<file path="src/sv/agfc_pkg.sv">
// Types, constants and helper functions for the ASCII gas frame checker.
package agfc_pkg;

    localparam logic [7:0] CH_POINT = 8'h2E;
    localparam logic [7:0] CH_SPACE = 8'h20;
    localparam logic [7:0] CH_ZERO  = 8'h30;
    localparam logic [7:0] CH_DIG_LO = 8'd48;
    localparam logic [7:0] CH_DIG_HI = 8'd57;
    localparam logic [7:0] CH_HEX_LO = 8'd65;
    localparam logic [7:0] CH_HEX_HI = 8'd70;
    localparam logic [7:0] HEX_ALPHA_OFS = 8'd55;

    // Frames shorter than 13 bytes are short: the end byte sits below position 12.
    localparam logic [3:0] POS_LAST_CHECK = 4'd12;
    localparam logic [3:0] POS_SUM_END    = 4'd10;
    localparam logic [3:0] POS_MAX        = 4'd15;

    localparam logic [3:0] POS_HUNDREDS  = 4'd0;
    localparam logic [3:0] POS_POINT     = 4'd1;
    localparam logic [3:0] POS_TENS      = 4'd2;
    localparam logic [3:0] POS_UNITS     = 4'd3;
    localparam logic [3:0] POS_CHECK_HI  = 4'd11;
    localparam logic [3:0] POS_CHECK_LO  = 4'd12;

    typedef enum logic [2:0] {
        ST_OK       = 3'd0,
        ST_CHECKSUM = 3'd1,
        ST_NO_POINT = 3'd2,
        ST_BLANK    = 3'd3,
        ST_SHORT    = 3'd4
    } status_t;

    // Frame contents as they stand once the end beat is folded in.
    typedef struct packed {
        logic       short_frame;
        logic [7:0] sum;
        logic [7:0] hundreds;
        logic [7:0] point;
        logic [7:0] tens;
        logic [7:0] units;
        logic [7:0] check_hi;
        logic [7:0] check_lo;
    } frame_snap_t;

    // Uppercase hex character to {valid, nibble}.
    function automatic logic [4:0] hex_decode(input logic [7:0] c);
        logic [7:0] v;
        v = 8'h00;
        if (c >= CH_DIG_LO && c <= CH_DIG_HI) begin
            v = c - CH_DIG_LO;
            return {1'b1, v[3:0]};
        end
        if (c >= CH_HEX_LO && c <= CH_HEX_HI) begin
            v = c - HEX_ALPHA_OFS;
            return {1'b1, v[3:0]};
        end
        return {1'b0, v[3:0]};
    endfunction

endpackage

</file>
<file path="src/sv/agfc_byte_if.sv">
// Handshake channel carrying one received frame byte per beat.
interface agfc_byte_if;
    logic       valid;
    logic       ready;
    logic [7:0] rx_byte;
    logic       frame_end;

    modport source (output valid, rx_byte, frame_end, input ready);
    modport sink (input valid, rx_byte, frame_end, output ready);
endinterface

</file>
<file path="src/sv/agfc_result_if.sv">
// Handshake channel carrying one decoded frame result per beat.
interface agfc_result_if;
    logic        valid;
    logic        ready;
    logic [15:0] concentration;
    logic [2:0]  status;

    modport source (output valid, concentration, status, input ready);
    modport sink (input valid, concentration, status, output ready);
endinterface

</file>
<file path="src/sv/ascii_gas_frame_checker_unit.sv">
// The end beat is registered in the input register, its result in the result register.
// One byte beat per cycle unless the result side stalls; check logic feeds the result register.
// The result register frees the input side in the same cycle the sink takes its beat.
// Reset (rst_n low, asynchronous) clears the byte position, sum, captures and all valid flags.
module ascii_gas_frame_checker_unit
    import agfc_pkg::*;
(
    input  logic         clk,
    input  logic         rst_n,
    agfc_byte_if.sink    byte_ch,
    agfc_result_if.source result_ch
);

    logic        s1_valid_reg;
    logic [7:0]  s1_byte_reg;
    logic        s1_end_reg;
    logic        out_valid_reg;
    logic [15:0] out_conc_reg;
    logic [2:0]  out_status_reg;

    logic        s2_free;
    logic        advance;
    logic        take_in;
    frame_snap_t snap;
    logic [15:0] chk_conc;
    status_t     chk_status;

    assign s2_free = !out_valid_reg || result_ch.ready;
    assign advance = s1_valid_reg && s2_free;
    assign byte_ch.ready = !s1_valid_reg || s2_free;
    assign take_in = byte_ch.valid && byte_ch.ready;

    always_ff @(posedge clk or negedge rst_n)
    begin
        if (!rst_n)
            s1_valid_reg <= 1'b0;
        else if (byte_ch.ready)
            s1_valid_reg <= byte_ch.valid;
    end

    always_ff @(posedge clk)
    begin
        if (take_in)
        begin
            s1_byte_reg <= byte_ch.rx_byte;
            s1_end_reg  <= byte_ch.frame_end;
        end
    end

    agfc_frame_track u_track (
        .clk       (clk),
        .rst_n     (rst_n),
        .advance   (advance),
        .rx_byte   (s1_byte_reg),
        .frame_end (s1_end_reg),
        .snap      (snap)
    );

    agfc_frame_check u_check (
        .snap          (snap),
        .concentration (chk_conc),
        .status        (chk_status)
    );

    always_ff @(posedge clk or negedge rst_n)
    begin
        if (!rst_n)
            out_valid_reg <= 1'b0;
        else if (s2_free)
            out_valid_reg <= advance && s1_end_reg;
    end

    always_ff @(posedge clk)
    begin
        if (advance && s1_end_reg)
        begin
            out_conc_reg   <= chk_conc;
            out_status_reg <= chk_status;
        end
    end

    assign result_ch.valid         = out_valid_reg;
    assign result_ch.concentration = out_conc_reg;
    assign result_ch.status        = out_status_reg;

endmodule

</file>
<file path="src/sv/agfc_frame_track.sv">
// Byte position, running sum and field captures for the frame in progress.
module agfc_frame_track
    import agfc_pkg::*;
(
    input  logic        clk,
    input  logic        rst_n,
    input  logic        advance,
    input  logic [7:0]  rx_byte,
    input  logic        frame_end,
    output frame_snap_t snap
);

    logic [3:0] pos_reg, pos_next;
    logic [7:0] sum_reg, sum_next;
    logic [7:0] hund_reg, hund_next;
    logic [7:0] point_reg, point_next;
    logic [7:0] tens_reg, tens_next;
    logic [7:0] units_reg, units_next;
    logic [7:0] chi_reg, chi_next;
    logic [7:0] clo_reg, clo_next;

    // Values with the current beat applied
    always_comb
    begin
        sum_next   = (pos_reg < POS_SUM_END) ? 8'(sum_reg + rx_byte) : sum_reg;
        hund_next  = (pos_reg == POS_HUNDREDS) ? rx_byte : hund_reg;
        point_next = (pos_reg == POS_POINT)    ? rx_byte : point_reg;
        tens_next  = (pos_reg == POS_TENS)     ? rx_byte : tens_reg;
        units_next = (pos_reg == POS_UNITS)    ? rx_byte : units_reg;
        chi_next   = (pos_reg == POS_CHECK_HI) ? rx_byte : chi_reg;
        clo_next   = (pos_reg == POS_CHECK_LO) ? rx_byte : clo_reg;
        pos_next   = (pos_reg == POS_MAX) ? pos_reg : 4'(pos_reg + 4'd1);
    end

    always_comb
    begin
        snap.short_frame = (pos_reg < POS_LAST_CHECK);
        snap.sum         = sum_next;
        snap.hundreds    = hund_next;
        snap.point       = point_next;
        snap.tens        = tens_next;
        snap.units       = units_next;
        snap.check_hi    = chi_next;
        snap.check_lo    = clo_next;
    end

    always_ff @(posedge clk or negedge rst_n)
    begin
        if (!rst_n)
        begin
            pos_reg   <= '0;
            sum_reg   <= '0;
            hund_reg  <= '0;
            point_reg <= '0;
            tens_reg  <= '0;
            units_reg <= '0;
            chi_reg   <= '0;
            clo_reg   <= '0;
        end
        else if (advance)
        begin
            if (frame_end)
            begin
                pos_reg   <= '0;
                sum_reg   <= '0;
                hund_reg  <= '0;
                point_reg <= '0;
                tens_reg  <= '0;
                units_reg <= '0;
                chi_reg   <= '0;
                clo_reg   <= '0;
            end
            else
            begin
                pos_reg   <= pos_next;
                sum_reg   <= sum_next;
                hund_reg  <= hund_next;
                point_reg <= point_next;
                tens_reg  <= tens_next;
                units_reg <= units_next;
                chi_reg   <= chi_next;
                clo_reg   <= clo_next;
            end
        end
    end

endmodule

</file>
<file path="src/sv/agfc_frame_check.sv">
// End-of-frame checks and concentration decode.
module agfc_frame_check
    import agfc_pkg::*;
(
    input  frame_snap_t snap,
    output logic [15:0] concentration,
    output status_t     status
);

    logic [4:0]  hi_dec;
    logic [4:0]  lo_dec;
    logic [7:0]  expect_sum;
    logic [15:0] d_hund;
    logic [15:0] d_tens;
    logic [15:0] d_units;
    logic [15:0] value;

    always_comb
    begin
        hi_dec     = hex_decode(snap.check_hi);
        lo_dec     = hex_decode(snap.check_lo);
        expect_sum = 8'(8'd0 - snap.sum);
        // Digits are not range checked; each wraps modulo 2^16
        d_hund  = 16'({8'h00, snap.hundreds} - {8'h00, CH_ZERO});
        d_tens  = 16'({8'h00, snap.tens} - {8'h00, CH_ZERO});
        d_units = 16'({8'h00, snap.units} - {8'h00, CH_ZERO});
        value   = 16'(16'(d_hund * 16'd100) + 16'(d_tens * 16'd10) + d_units);
    end

    always_comb
    begin
        concentration = '0;
        if (snap.short_frame)
            status = ST_SHORT;
        else if (!hi_dec[4] || !lo_dec[4] || {hi_dec[3:0], lo_dec[3:0]} != expect_sum)
            status = ST_CHECKSUM;
        else if (snap.point != CH_POINT)
            status = ST_NO_POINT;
        else if (snap.hundreds == CH_SPACE || snap.tens == CH_SPACE
                 || snap.units == CH_SPACE)
            status = ST_BLANK;
        else
        begin
            status        = ST_OK;
            concentration = value;
        end
    end

endmodule

</file>
<file path="src/flat_wrapper.sv">
// flat-port wrapper written by rule: the top's interface ports become plain ports
module ascii_gas_frame_checker_unit_flat import agfc_pkg::*;
  (clk, rst_n, byte_ch_valid, byte_ch_rx_byte, byte_ch_frame_end, byte_ch_ready, result_ch_valid, result_ch_concentration, result_ch_status, result_ch_ready);
  agfc_byte_if byte_ch_i ();
  agfc_result_if result_ch_i ();
  input  logic clk;
  input  logic rst_n;
  input wire logic [$bits(byte_ch_i.valid)-1:0] byte_ch_valid;
  input wire logic [$bits(byte_ch_i.rx_byte)-1:0] byte_ch_rx_byte;
  input wire logic [$bits(byte_ch_i.frame_end)-1:0] byte_ch_frame_end;
  output wire logic [$bits(byte_ch_i.ready)-1:0] byte_ch_ready;
  output wire logic [$bits(result_ch_i.valid)-1:0] result_ch_valid;
  output wire logic [$bits(result_ch_i.concentration)-1:0] result_ch_concentration;
  output wire logic [$bits(result_ch_i.status)-1:0] result_ch_status;
  input wire logic [$bits(result_ch_i.ready)-1:0] result_ch_ready;
  assign byte_ch_i.valid = byte_ch_valid;
  assign byte_ch_i.rx_byte = byte_ch_rx_byte;
  assign byte_ch_i.frame_end = byte_ch_frame_end;
  assign byte_ch_ready = byte_ch_i.ready;
  assign result_ch_valid = result_ch_i.valid;
  assign result_ch_concentration = result_ch_i.concentration;
  assign result_ch_status = result_ch_i.status;
  assign result_ch_i.ready = result_ch_ready;
  ascii_gas_frame_checker_unit u_core (.clk(clk), .rst_n(rst_n), .byte_ch(byte_ch_i), .result_ch(result_ch_i));
endmodule
</file>
<file path="config.mk">
export PLATFORM = sky130hd
export DESIGN_NAME = ascii_gas_frame_checker_unit_flat
export DESIGN_NICKNAME = d
export VERILOG_FILES = /design/src/sv/agfc_pkg.sv /design/src/sv/agfc_byte_if.sv /design/src/sv/agfc_result_if.sv /design/src/sv/ascii_gas_frame_checker_unit.sv /design/src/sv/agfc_frame_track.sv /design/src/sv/agfc_frame_check.sv /design/src/flat_wrapper.sv
export SDC_FILE = /design/constraint.sdc
export NUM_CORES = 1
export LEC_CHECK = 0
export ABC_AREA = 1
export BUFFER_PORTS_ARGS = -buffer_cell sky130_fd_sc_hd__buf_2
export CORE_MARGIN = 2
export CORE_UTILIZATION = 63
export DETAILED_ROUTE_END_ITERATION = 10
export GPL_TIMING_DRIVEN = 0
export PLACE_DENSITY = 0.81
export RECOVER_POWER = 50
export SLEW_MARGIN = 20
export SYNTH_ARGS = -nofsm -noshare
export SYNTH_HDL_FRONTEND = slang
export SYNTH_HIERARCHICAL = 1
export SYNTH_SLANG_ARGS = --single-unit
</file>
<file path="constraint.sdc">
create_clock -name clk -period 16.6 [get_ports clk]
set_input_delay 1.66 -clock clk [delete_from_list [all_inputs] [get_ports clk]]
set_output_delay 1.66 -clock clk [all_outputs]
set_load 0.02 [all_outputs]
</file>
==> impl_metrics.env, run 1 <==
export IMPL_ctsRootBufferMaster="clkbuf_16"
export IMPL_timing_critical_path_to_type="flip-flop"
export IMPL_number_of_fill_cells_in_the_layout=972
export IMPL_floorplan_die_height_um=116
export IMPL_timing_slew_headroom_pct=-62.4
export IMPL_slew_viol_final=46
export IMPL_dominant_synthesized_flop_cell="dfrtp_1"
export IMPL_first_iter_violations=494
export IMPL_wirelength_um=17100
export IMPL_cts_repair_resize_count=0
export IMPL_grt_ovfl_total=0
export IMPL_synth_warnings=6
export IMPL_largest_register_ff_count=16
export IMPL_route_detailed_drc=0
export IMPL_violations="max-capacitance violations, max-slew violations"
export IMPL_layout_drive_gt1_share_pct=9.50
export IMPL_post_dp_hpwl_um=13100
export IMPL_cp_start_kind="flip-flop"
export IMPL_dr_pass1_iters=5
export IMPL_mean_area_per_synthesized_cell_sq_um=7.49
export IMPL_critPathKind="flip-flop to flip-flop"
export IMPL_die_extent_in_x_um=116
export IMPL_netlist_cell_type_count=41
export IMPL_port_buffers=33
export IMPL_fin_setup_tns_ps=0
export IMPL_clk_latency_ps=350
export IMPL_layout_setup_ws_ps=10350
export IMPL_postSynth_asyncResetShare_pct=68.9
export IMPL_initial_cell_density_of_the_core_pct=65.2
export IMPL_maxClockFrequency_ghz=0.160
export IMPL_status="finished with violations"
export IMPL_worst_pin_slew_ps=2440
export IMPL_vias=6682
export IMPL_floorplan_core_area_sq_um=12100
export IMPL_layout_nets=1217
export IMPL_worst_hold_path_type="flip-flop to flip-flop"
export IMPL_cts_htree_levels=3
export IMPL_cp_common_cell="inv_1"
export IMPL_per_cell_routed_wire_length_um=13.4
export IMPL_ctsHoldBuffers=0
export IMPL_syn_nets=1171
export IMPL_floorplan_die_area_sq_um=13400
export IMPL_final_min_period_over_clock_period_pct=37.7
export IMPL_grt_setup_unrepaired="false"
export IMPL_cts_setup_buffers=0
export IMPL_critical_path_max_stage_delay_ps=530
export IMPL_synth_seq_cells=90
export IMPL_numClockSinks=90
export IMPL_antenna_cells=0
export IMPL_detail_route_antenna_nets=0
export IMPL_worstPathArrival_ps=6350
export IMPL_synth_sequential_area_ratio_pct=30.3
export IMPL_critical_path_s_slowest_cell="fa_1"
export IMPL_postSynthCellCount=1054
export IMPL_period_needed_ps=6250
export IMPL_grt_first_pass_wirelength_um=28400
export IMPL_cts_tree="built"
export IMPL_clock_skew_final_ps=6.58
export IMPL_synth_cell_area_sq_um=7900
export IMPL_dpl_worst_slack_ps=10370
export IMPL_replace_congestion=0.888
export IMPL_boundaryPins=34
export IMPL_critPathMaxFanout=10
export IMPL_vias_per_cell=5.25
export IMPL_max_cap_violations=1
export IMPL_cts_root_to_sink_buffers=2
export IMPL_cts_inserted_buffers=9
export IMPL_clk_pin_slew_worst_paths_ps=60
export IMPL_finalSetupViolCount=0
export IMPL_worst_endpoint_required_ps=16700
export IMPL_number_of_flops_mapped_to_enable_cells_by_yosys=28
export IMPL_first_global_vias=6216
export IMPL_grtUsageTotal_pct=26.8
export IMPL_finalHoldViolations=0
export IMPL_grt_max_degree=46
export IMPL_rows=40
export IMPL_grt_antenna_before_repair=0
export IMPL_syn2layout_area_growth_pct=8.68
==> metal layers <==
layer  vias up  track usage, %  routed length [um]
met3        25            4.71                1080
met4         0            8.33                 319
met5         -               0                   0
met1      3015            37.9                7970
li1       3425               -                   -
met2       217            42.6                7710
==> placed cells by master (no fill, tap or decap), types with 3 or more instances in the layout <==
master | Yosys | layout
inv_1 | 243 | 243
nand2_1 | 225 | 226
ha_1 | 80 | 80
dfrtp_1 | 62 | 62
nand3_1 | 59 | 60
o21ai_0 | 57 | 57
o22ai_1 | 48 | 48
nor2_1 | 44 | 44
buf_2 | 8 | 39
a21oi_1 | 29 | 29
edfxtp_1 | 28 | 28
fa_1 | 24 | 24
xor2_1 | 22 | 22
nor2_2 | 17 | 17
xnor2_1 | 16 | 16
clkbuf_1 | 9 | 13
o21ai_1 | 12 | 12
nand4_1 | 10 | 10
clkbuf_16 | 0 | 9
inv_2 | 9 | 9
nand2_2 | 7 | 6
nand3b_1 | 5 | 5
or2_2 | 4 | 4
o21bai_1 | 4 | 4
nor4_1 | 4 | 4
clkinv_4 | 0 | 3
nor3_1 | 3 | 3
nand3_2 | 4 | 3
nor2_4 | 3 | 3
and2_1 | 3 | 3
==> stage by stage <==
stage	instances	cell area [sq um]	utilization, %	hold WS [ps]
finish	1273	8580	70.8	528
global route	1273	8580	70.8	555
CTS	1273	8630	71.2	521
detailed placement	1257	8310	68.6	500
global placement	1255	8270	68.3	489
floorplan	1054	7900	-	467
==> cells by family after synthesis <==
group / count (synthesis) / share of synthesized area, %
xor+xnor: 38 / 4.22
fa+ha+maj: 104 / 18.8
buf+inv: 273 / 13.3
flops: 90 / 30.3
compound gates: 157 / 11.1
simple gates: 392 / 22.3
==> worst max-delay path, delay by kind of cell (launching register included) <==
| family | cells | cell delay, ps |
|---|---|---|
| simple gates | 9 | 1050 |
| buf+inv | 8 | 790 |
| fa+ha+maj | 8 | 2750 |
| flops | 1 | 430 |
| xor+xnor | 2 | 580 |
| compound gates | 2 | 400 |
==> final cells by class <==
cell class                 count  area [sq um]  area share, %
clock buffer                  10           239           2.79
inverter                     253           950           11.1
timing repair buffer          35           171           2.00
clock inverter                 6          73.8          0.860
sequential                    90          2390           27.9
buffer                        20          98.8           1.15
multi-input combinational    691          4450           51.8
tap                          168           210           2.45
==> synth_stat cells, types with 2 or more instances <==
cell | instances | area [sq um]
inv_1 | 243 | 912
nand2_1 | 225 | 845
ha_1 | 80 | 1000
dfrtp_1 | 62 | 1550
nand3_1 | 59 | 295
o21ai_0 | 57 | 285
o22ai_1 | 48 | 300
nor2_1 | 44 | 165
a21oi_1 | 29 | 145
edfxtp_1 | 28 | 841
fa_1 | 24 | 480
xor2_1 | 22 | 193
nor2_2 | 17 | 106
xnor2_1 | 16 | 140
o21ai_1 | 12 | 60.1
nand4_1 | 10 | 62.6
clkbuf_1 | 9 | 33.8
inv_2 | 9 | 33.8
buf_2 | 8 | 40.0
nand2_2 | 7 | 43.8
nand3b_1 | 5 | 37.5
nand3_2 | 4 | 40.0
nor4_1 | 4 | 25.0
o21bai_1 | 4 | 30.0
or2_2 | 4 | 25.0
and2_1 | 3 | 18.8
nor2_4 | 3 | 33.8
nor3_1 | 3 | 15.0
buf_4 | 2 | 15.0
nand2_4 | 2 | 22.5
==> final timing paths <==
kind | start | endpoint | slack [ps] | depth (start not counted)
setup / recovery | u_core/u_track/pos_reg[1]$_DFFE_PN0P_ | u_core/result_ch.concentration[14]$_DFFE_PP_ | 10350 | 29
hold / removal | u_core/u_track/sum_reg[6]$_DFFE_PN0P_ | u_core/u_track/sum_reg[6]$_DFFE_PN0P_ | 530 | 2
setup reg to reg | u_core/u_track/pos_reg[1]$_DFFE_PN0P_ | u_core/result_ch.concentration[14]$_DFFE_PP_ | 10350 | 29
hold reg to reg | u_core/u_track/sum_reg[6]$_DFFE_PN0P_ | u_core/u_track/sum_reg[6]$_DFFE_PN0P_ | 530 | 2
max in group asynchronous | rst_n | u_core/u_track/sum_reg[7]$_DFFE_PN0P_ | 12340 | 2
min in group asynchronous | rst_n | u_core/u_track/clo_reg[1]$_DFFE_PN0P_ | 1450 | 1
Power of run 1 is not shown: default switching activity piles up to over one toggle a cycle in this logic, so the estimate is an artifact.
==> run 2, diff against run 1 <==
Clock period 16.6 ns to 6.4 ns, I/O delays scaled along.
==> run 2 against run 1 <==
  * Register-to-register slack worse by 9900 ps
  * Clock-buffer cell count stayed put
  * Critical path type unchanged
  * The flow still finishes with violations (max-capacitance violations, max-slew violations)
  * First-iteration DRC count is 9.3% higher
==> impl_metrics.env, run 2 (same netlist as run 1, synthesis figures left out) <==
export IMPL_status="finished with violations"
export IMPL_violations="max-capacitance violations, max-slew violations"
export IMPL_first_iter_violations=540
export IMPL_wirelength_um=17100
export IMPL_final_min_period_over_clock_period_pct=92.6
export IMPL_grt_setup_unrepaired="false"
export IMPL_grt_ovfl_total=0
export IMPL_timing_critical_path_to_type="flip-flop"
export IMPL_per_cell_routed_wire_length_um=13.4
export IMPL_replace_congestion=0.888
export IMPL_boundaryPins=34
export IMPL_floorplan_core_area_sq_um=12100
export IMPL_die_extent_in_x_um=116
export IMPL_largest_register_ff_count=16
export IMPL_fin_setup_tns_ps=0
export IMPL_numClockSinks=90
export IMPL_post_dp_hpwl_um=13100
export IMPL_syn2layout_area_growth_pct=8.86
export IMPL_period_needed_ps=5930
export IMPL_detail_route_antenna_nets=0
export IMPL_grt_max_degree=46
export IMPL_critPathMaxFanout=10
export IMPL_cp_common_cell="inv_1"
export IMPL_cts_htree_levels=3
export IMPL_cts_tree="built"
export IMPL_floorplan_die_height_um=116
export IMPL_layout_drive_gt1_share_pct=9.76
export IMPL_vias_per_cell=5.29
export IMPL_dr_pass1_iters=5
export IMPL_port_buffers=33
export IMPL_floorplan_die_area_sq_um=13400
export IMPL_slew_viol_final=46
export IMPL_first_global_vias=6216
export IMPL_ctsRootBufferMaster="clkbuf_16"
export IMPL_grt_antenna_before_repair=0
export IMPL_route_detailed_drc=0
export IMPL_critPathKind="flip-flop to flip-flop"
export IMPL_worst_path_dominant_cell_family="adder cells"
export IMPL_vias=6739
export IMPL_worst_endpoint_required_ps=6500
export IMPL_final_cell_mix="inv_1, nand2_1, ha_1, dfrtp_1, nand3_1"
export IMPL_maxClockFrequency_ghz=0.169
export IMPL_grt_first_pass_wirelength_um=28400
export IMPL_grtUsageTotal_pct=26.8
export IMPL_timing_slew_headroom_pct=-63.0
export IMPL_clk_latency_ps=350
export IMPL_worst_hold_path_type="primary input to async pin"
export IMPL_critical_path_max_stage_delay_ps=530
export IMPL_cp_start_kind="flip-flop"
export IMPL_finalSetupViolCount=0
export IMPL_timing_critical_path_buf_inv=10
export IMPL_max_cap_violations=1
export IMPL_worst_pin_slew_ps=2440
export IMPL_clock_skew_final_ps=5.68
export IMPL_worstPathArrival_ps=6020
export IMPL_rows=40
export IMPL_cts_inserted_buffers=9
export IMPL_layout_nets=1218
export IMPL_critical_path_s_slowest_cell="fa_1"
export IMPL_finalHoldViolations=0
export IMPL_clk_pin_slew_worst_paths_ps=60
export IMPL_final_common_cell="inv_1"
export IMPL_antenna_cells=0
export IMPL_ctsHoldBuffers=0
export IMPL_initial_cell_density_of_the_core_pct=65.2
export IMPL_number_of_fill_cells_in_the_layout=969
export IMPL_cts_root_to_sink_buffers=2
[run 2: final cells by class]
class                   count  area (sq um)  area share, %
plain buffers              20           100           1.16
flip-flops and latches     90          2390           27.8
repair buffers             36           179           2.08
clock buffers              10           239           2.78
multi-input cells         691          4450           51.8
inverters                 253           950           11.0
clock inverters             6          73.8          0.859
well taps                 168           210           2.45
[run 2: per-stage QoR]
stage | util [%] | instance area [sq um] | std cells | hold slack (ps) | setup WS (ps)
2_1_floorplan | - | 7900 | 1054 | 344 | 905
3_3_place_gp | 68.3 | 8270 | 1255 | 489 | 345
3_5_place_dp | 68.6 | 8310 | 1257 | 500 | 171
4_1_cts | 71.2 | 8630 | 1273 | 165 | 146
5_1_grt | 71.0 | 8590 | 1274 | 450 | 8.08
6_report | 71.0 | 8590 | 1274 | 431 | 474
[run 2: final timing paths]
check,from,to,slack [ps],depth (start not counted)
worst max-delay path,u_core/u_track/pos_reg[1]$_DFFE_PN0P_,u_core/result_ch.concentration[14]$_DFFE_PP_,470,30
worst min-delay path,rst_n,u_core/u_track/clo_reg[1]$_DFFE_PN0P_,430,1
worst max register to register,u_core/u_track/pos_reg[1]$_DFFE_PN0P_,u_core/result_ch.concentration[14]$_DFFE_PP_,470,30
worst min register to register,u_core/u_track/sum_reg[6]$_DFFE_PN0P_,u_core/u_track/sum_reg[6]$_DFFE_PN0P_,530,2
max in group asynchronous,rst_n,u_core/u_track/sum_reg[7]$_DFFE_PN0P_,3160,2
min in group clk,byte_ch_rx_byte[4],u_core/s1_byte_reg[4]$_DFFE_PP_,460,1
[run 2: worst register-to-register path, delay by kind of cell (launching register included)]
family                   cells  cell delay [ps]
XOR/XNOR                     1              180
buffers and inverters       10              940
adder cells (fa/ha/maj)      8             2790
AND/OR/NAND/NOR              9             1100
AO/OA/AOI/OAI                2              240
flip-flops                   1              430
[run 2: metal layers]
metal	global-route usage (%)	up-vias	wire length [um]
met3	4.71	35	1010
met1	37.9	3069	8070
met2	42.6	210	7670
met5	0	-	0
li1	-	3425	-
met4	8.33	0	362
[run 2: timing repair]
item / CTS / global route
setup buffers: 0 / 1
endpoints found under the setup margin: 0 / 3
gates resized for setup: 0 / 4
Power of run 2 is left out for the same reason.
